$ cat src/rtl/core/xxh_pkg.sv
// ----------------------------------------------------------------------------
// xxh_pkg
// Constants, types and helper functions of the XXH64 stream hash.
// ----------------------------------------------------------------------------
package xxh_pkg;
   localparam logic [63:0] PRIME_1 = 64'd11400714785074694791;
   localparam logic [63:0] PRIME_2 = 64'd14029467366897019727;
   localparam logic [63:0] PRIME_3 = 64'd1609587929392839161;
   localparam logic [63:0] PRIME_4 = 64'd9650029242287828579;
   localparam logic [63:0] PRIME_5 = 64'd2870177450012600261;
   localparam int unsigned NUM_LANES = 4;

   typedef struct packed {
      logic [63:0] word0;
      logic [63:0] word1;
      logic [63:0] word2;
      logic [63:0] word3;
      logic [5:0]  byte_count;
      logic        first;
      logic        last;
      logic [63:0] seed;
   } req_payload_type;

   typedef struct packed {
      logic [63:0] hash;
   } rsp_payload_type;

   // Handshake between the top-level sequencer and the lane bank.
   typedef struct packed {
      logic start;
      logic load_seed;
      logic [63:0] seed;
   } lane_ctrl_type;

   // Partial products of the low half of a 64x64 product.
   typedef struct packed {
      logic [63:0] lo_lo;
      logic [31:0] lo_hi;
      logic [31:0] hi_lo;
   } mul_parts_type;

   function automatic logic [63:0] rotl(input logic [63:0] v, input logic [5:0] n);
      logic [127:0] d;
      d = {v, v} << n;
      return d[127:64];
   endfunction

   // First half of a 64-bit product: three 32x32 multiplies.
   function automatic mul_parts_type mul_split(input logic [63:0] a, input logic [63:0] b);
      mul_parts_type p;
      p.lo_lo = 64'(a[31:0]) * 64'(b[31:0]);
      p.lo_hi = a[31:0] * b[63:32];
      p.hi_lo = a[63:32] * b[31:0];
      return p;
   endfunction

   // Second half: the cross terms only reach the upper word.
   function automatic logic [63:0] mul_join(input mul_parts_type p);
      return p.lo_lo + {p.lo_hi + p.hi_lo, 32'd0};
   endfunction
endpackage

$ cat src/rtl/core/xxh_lane.sv
// ----------------------------------------------------------------------------
// xxh_lane
// One lane accumulator: a round is add of w*P2, rotate 31, multiply by P1.
// Each product's 32x32 partial products are registered and summed in the
// next cycle, first for the word product, then for the rotated sum.
// ----------------------------------------------------------------------------
module xxh_lane import xxh_pkg::*; (
   input  logic        clock,
   input  logic        reset,
   input  logic        start,
   input  logic        load,
   input  logic [63:0] load_value,
   input  logic [63:0] word,
   output logic [63:0] acc,
   output logic        done
);
   logic [63:0]   acc_ff, acc_in;
   logic [63:0]   prod_ff, prod_in;
   logic [1:0]    step_ff, step_in;
   mul_parts_type parts_ff, parts_in;
   logic [63:0]   mul_a, mul_b;

   // The word is taken straight from the request, so the first partial
   // products are captured on the accepting edge.
   assign mul_a = (step_ff == 2'd0) ? word : rotl(acc_ff + prod_ff, 6'd31);
   assign mul_b = (step_ff == 2'd0) ? PRIME_2 : PRIME_1;
   assign parts_in = mul_split(mul_a, mul_b);

   always_comb begin
      acc_in  = acc_ff;
      prod_in = prod_ff;
      step_in = step_ff;
      if (load) begin
         acc_in = load_value;
      end
      unique case (step_ff)
         2'd0: if (start) step_in = 2'd1;
         2'd1: begin
            prod_in = mul_join(parts_ff);
            step_in = 2'd2;
         end
         2'd2: step_in = 2'd3;
         2'd3: begin
            acc_in  = mul_join(parts_ff);
            step_in = 2'd0;
         end
      endcase
   end

   always_ff @(posedge clock) begin
      prod_ff  <= prod_in;
      parts_ff <= parts_in;
      if (reset) begin
         acc_ff  <= '0;
         step_ff <= 2'd0;
      end else begin
         acc_ff  <= acc_in;
         step_ff <= step_in;
      end
   end

   assign acc  = acc_ff;
   assign done = (step_ff == 2'd3);
endmodule

$ cat config.mk
export PLATFORM = sky130hd
export DESIGN_NAME = xxh_lane
export DESIGN_NICKNAME = d
export VERILOG_FILES = /design/src/rtl/core/xxh_pkg.sv /design/src/rtl/core/xxh_lane.sv
export SDC_FILE = /design/constraint.sdc
export NUM_CORES = 2
export LEC_CHECK = 0
export BUFFER_PORTS_ARGS = -buffer_cell sky130_fd_sc_hd__buf_2
export CAP_MARGIN = 5
export CELL_PAD_IN_SITES_DETAIL_PLACEMENT = 2
export CELL_PAD_IN_SITES_GLOBAL_PLACEMENT = 2
export CORE_AREA = 2 2 369 371
export DETAILED_ROUTE_END_ITERATION = 8
export DIE_AREA = 0 0 371 373
export GPL_TIMING_DRIVEN = 0
export PLACE_DENSITY = 0.95
export SETUP_SLACK_MARGIN = 0.2
export SYNTH_ARGS = -nofsm -noshare
export SYNTH_HDL_FRONTEND = slang
export SYNTH_SLANG_ARGS = --single-unit
$ cat constraint.sdc
create_clock -name clock -period 16.2 [get_ports clock]
set_input_delay 4.05 -clock clock [delete_from_list [all_inputs] [get_ports clock]]
set_output_delay 4.05 -clock clock [all_outputs]
set_load 0.01 [all_outputs]
==> run_results.csv, run 1 <==
group,metric,value,unit
global_routing,grt_max_degree,48,
run_status,status,"stopped before the end",
die,num_rows,135,
placement,portBuffers,195,
synth,synth-edff-count,64,
synth,synth_compound_area_share,7.873,%
synth,synth-xor-area-share,4.545,%
run_status,error,"[ERROR GRT-0232] Routing congestion too high. Check the congestion heatmap in the GUI.",
placement,post-dp-hpwl,263000,um
synth,synth_top_flop_cell,"dfxtp_1",
synth,ys_ff_latch,257,
synth,async_reset_ff_share,0,%
synth,syn-cell-area,61360,sq um
synth,synth_mux_area_share,1.109,%
synth,ys_top_cells_by_area,"fa_1 41%, ha_1 19%, inv_1 11%",
die,fp.dieW,371,um
placement,place_congestion,0.9978,
die,ios,197,
synth,yosysWarnings,0,
synth,syn_area_per_cell,9.859,sq um
global_routing,grt_use_total,68.40,%
synth,synth_largest_area_cell,"fa_1",
sta,worstEndpointGrtRepair,"parts_ff[127]$_DFF_P_/D",
placement,dpl.cell_count,8272,
synth,synth_cells,6224,
global_routing,overflow,31,
clock_tree,numCtsBuffers,30,
global_routing,antenna_found_initial,88,
clock_tree,htree_levels,1,
synth,netlist-cell-type-count,91,
clock_tree,hold_buffers,0,
clock_tree,cts_sinks,257,
synth,synth_top_family_by_area,"adder cells",
synth,synth-simple-area-share,6.268,%
synth,yosysSeqAreaShare,9.429,%
run_status,stop_stage,"5_1_grt",
synth,synth-adder-area-share,59.49,%
clock_tree,cts.path.max_buffers,3,
synth,synth.top_cell.area_share,40.59,%
die,start_util,45.58,%
die,fp.dieH,373,um
sta,worst-ep-kind,"register input",
clock_tree,cts-root-buf,"clkbuf_16",
==> cell families after synthesis <==
logic type      count (synthesis)
flops                         257
other cells                     2
mux                            68
buf+inv                      1832
fa+ha+maj                    2171
simple gates                  841
xor+xnor                      309
compound gates                744
==> metrics by stage <==
step	area, sq um	hold WS (ns)	setup WS (ns)	util, %	TNS, ns
floorplan	61600	0.4086	3.938	-	0
global placement	64800	0.4194	-1.375	48.14	-22.29
detailed placement	64990	0.4257	-0.5289	48.28	-1.520
CTS	65930	0.4431	0.3348	48.98	0
==> timing repair <==
item                                    CTS
endpoints found under the setup margin   14
resized for setup                         3
setup buffers                             0
==> cells in the mapped netlist (all sizes together), types with 48 or more instances <==
| cell | count |
|---|---|
| mux2i | 68 |
| fa | 1244 |
| clkbuf | 76 |
| ha | 927 |
| a21oi | 261 |
| dfxtp | 193 |
| edfxtp | 64 |
| nor3 | 49 |
| xnor2 | 217 |
| xor2 | 88 |
| o21ai | 117 |
| nand3 | 48 |
| inv | 1743 |
| a21o | 123 |
| nand2 | 270 |
| nor2 | 273 |
==> metal layers <==
metal | global-route usage [%] | GRT overflow
met1 | 65.48 | 0
met2 | 85.76 | 17
met3 | 54.91 | 1
met4 | 69.88 | 13
met5 | 21.83 | 0
==> inputs of run 2 (changes only) <==
==> config.mk (replaced) <==
export PLATFORM = sky130hd
export DESIGN_NAME = xxh_lane
export DESIGN_NICKNAME = d
export VERILOG_FILES = /design/src/rtl/core/xxh_pkg.sv /design/src/rtl/core/xxh_lane.sv
export SDC_FILE = /design/constraint.sdc
export NUM_CORES = 2
export LEC_CHECK = 0
export BUFFER_PORTS_ARGS = -buffer_cell sky130_fd_sc_hd__buf_2
export CAP_MARGIN = 5
export CORE_AREA = 2 2 448 450
export DETAILED_ROUTE_END_ITERATION = 8
export DIE_AREA = 0 0 450 452
export GPL_TIMING_DRIVEN = 0
export PLACE_DENSITY_LB_ADDON = 0.15
export SYNTH_ARGS = -nofsm -noshare
export SYNTH_HDL_FRONTEND = slang
export SYNTH_SLANG_ARGS = --single-unit
==> run 2 against run 1 <==
The flow now finishes without violations. Synthesized cell count unchanged. Synthesized area unchanged.
==> run_results.csv, run 2 <==
group,metric,value,unit
worst_setup_path,startpoint_type,"register",
synth,synth-edff-count,64,
worst_setup_path,crit_type,"register to register",
final_layout,seq_area,5786,sq um
sta,finalHoldViolations,0,
synth,synth_top_flop_cell,"dfxtp_1",
global_routing,grt_pass1_wl,332700,um
clock_tree,cts_tree,"built",
die,dieArea,203400,sq um
clock_tree,clkLatencyLatePin,0.60,ns
placement,place_congestion,0.9506,
sta,period_share,97.27,%
global_routing,grt_max_degree,38,
synth,synth_cells,6224,
final_layout,largest_register_ff_count,127,
final_layout,layout_commonest_cell,"inv_1",
final_layout,areaGrowthSynthToFinish,9.932,%
synth,yosysWarnings,0,
final_layout,layout.cells.non_filler,9222,
sta,fin_skew,0.05073,ns
die,fp.dieW,450,um
clock_tree,clk_pin_slew,0.06,ns
worst_setup_path,critPathMaxFanout,14,
min_path,hold_depth,0,
min_path,min_path_type,"register to register",
final_layout,final_nets,8837,
die,ios,197,
synth,yosysSeqAreaShare,9.429,%
clock_tree,cts.path.max_buffers,3,
global_routing,overflow,0,
sta,tightestPinTransition,1.342,ns
final_layout,drive_gt1_share,5.396,%
clock_tree,cts_sinks,257,
final_layout,n_fill_cell,20870,
die,start_util,30.89,%
sta,fmax,63.46,MHz
detailed_routing,detail-route-antenna-nets,0,
placement,dpl.cell_count,9153,
clock_tree,numCtsBuffers,35,
synth,syn-cell-area,61360,sq um
worst_setup_path,regToRegSetupSlack,0.44,ns
run,maxCapViolCount,0,
sta,slew_headroom,10.50,%
detailed_routing,vias,43130,
synth,syn_area_per_cell,9.859,sq um
synth,ys_ff_latch,257,
synth,synth_most_common_cell,"inv_1",
sta,fin_tns_setup,0,ns
sta,fin_ws,0.4425,ns
detailed_routing,firstDrtPassIters,6,
global_routing,antenna_found_initial,13,
worst_setup_path,cp.required,16.66,ns
clock_tree,htree_levels,2,
global_routing,grt_use_total,22.72,%
sta,setup_violations,0,
detailed_routing,drt_iter0_markers,2493,
global_routing,grt_pass1_vias,47510,
worst_setup_path,slowest_stage,"buf_1",
placement,post-place-ws,0.3100,ns
worst_setup_path,worst_setup_path_end_kind,"register",
placement,post-dp-hpwl,200100,um
detailed_routing,drt-vias-per-instance,4.677,
detailed_routing,drc,0,
clock_tree,cts-root-buf,"clkbuf_16",
detailed_routing,routed.top_layer,"met4",
final_layout,top_register,"parts_ff",
final_layout,multiInputGateArea,48940,sq um
detailed_routing,wl_per_cell,24.76,um
worst_setup_path,cpMostUsedCell,"fa_1",
detailed_routing,met3_length,9069,um
die,fp.dieH,452,um
run_status,status,"finished, final reports clean",
synth,netlist-cell-type-count,91,
synth,async_reset_ff_share,0,%
worst_setup_path,reg2reg_depth,38,
sta,grt_setup_unrepaired,"no",
sta,finalMaxSlewViolations,0,
die,core-area,198600,sq um
worst_setup_path,critPathMaxStageDelay,1.01,ns
die,num_rows,164,
sta,period_needed,15.76,ns
synth,ys_top_cells_by_area,"fa_1 41%, ha_1 19%, inv_1 11%",
synth,ys_top_cells_by_count,"1738 x inv_1, 1244 x fa_1, 927 x ha_1",
clock_tree,post_cts_buffers,0,
synth,synth.top_cell.area_share,40.59,%
synth,synth_largest_area_cell,"fa_1",
detailed_routing,dr_wl_met2,111200,um
detailed_routing,wirelength,228300,um
placement,portBuffers,195,
final_layout,final_cell_mix,"1737 x inv_1, 1244 x fa_1, 926 x ha_1",
worst_setup_path,crit_arrival,16.21,ns
detailed_routing,wl_met1,100000,um
==> run 2: cell type report <==
class	count	area share, %
multi-input combinational	4198	72.54
timing repair buffer	210	1.820
inverter	1745	9.738
antenna	5	0.01855
clock buffer	45	1.462
sequential	257	8.577
clock inverter	19	0.3747
buffer	87	0.5398
tap	2656	4.926
==> run 2: timing repair <==
action                                  4_1_cts  5_1_grt
endpoints found under the setup margin        0        3
gates resized for setup                       0        2
hold buffers                                  0        0
==> run 2: cell families (layout without fill, tap and decap cells) <==
family	Yosys count	count (layout)	share of synthesized area (%)
AOI/OAI and AO/OA	744	744	7.873
xor gates and xnor gates	309	309	4.545
adders and majority gates	2171	2171	59.49
buffers and inverters	1832	2106	11.28
DFF	257	257	9.429
muxes	68	68	1.109
other	2	70	0.01224
and+or+nand+nor	841	841	6.268
==> run 2: through the flow <==
stage | utilization, % | hold WS (ns) | cell area (sq um)
3_3_place_gp | 33.18 | 0.4199 | 65900
4_1_cts | 33.95 | 0.4350 | 67440
6_report | 33.96 | 0.4359 | 67460
3_5_place_dp | 33.33 | 0.4194 | 66200
2_1_floorplan | - | 0.4086 | 61600
5_1_grt | 33.95 | 0.4512 | 67440
==> run 2: critical path: cells and delay by family, from the launching register on <==
| kind | cells | cell delay, ns |
|---|---|---|
| fa+ha+maj | 10 | 4.65 |
| buf+inv | 10 | 4.27 |
| compound gates | 14 | 4.05 |
| simple gates | 3 | 1.75 |
| mux | 1 | 0.55 |
| flops | 1 | 0.33 |
==> run 2: routing by layer <==
layer  GRT usage [%]  vias to the layer above
met2           39.07                     1000
met5               0                        -
met4           6.801                        0
met1           30.22                    22110
li1                -                    19800
met3           2.126                      225
==> run 2: path summary, 6_finish.rpt <==
path,startpoint,end
setup / recovery,step_ff[1]$_SDFFE_PP0P_,parts_ff[127]$_DFF_P_
hold / removal,parts_ff[75]$_DFF_P_,prod_ff[11]$_DFFE_PN_
setup reg to reg,step_ff[1]$_SDFFE_PP0P_,parts_ff[127]$_DFF_P_
hold reg to reg,parts_ff[75]$_DFF_P_,prod_ff[11]$_DFFE_PN_
Power of run 2 is not shown: default switching activity piles up to over one toggle a cycle in this logic, so the estimate is an artifact.
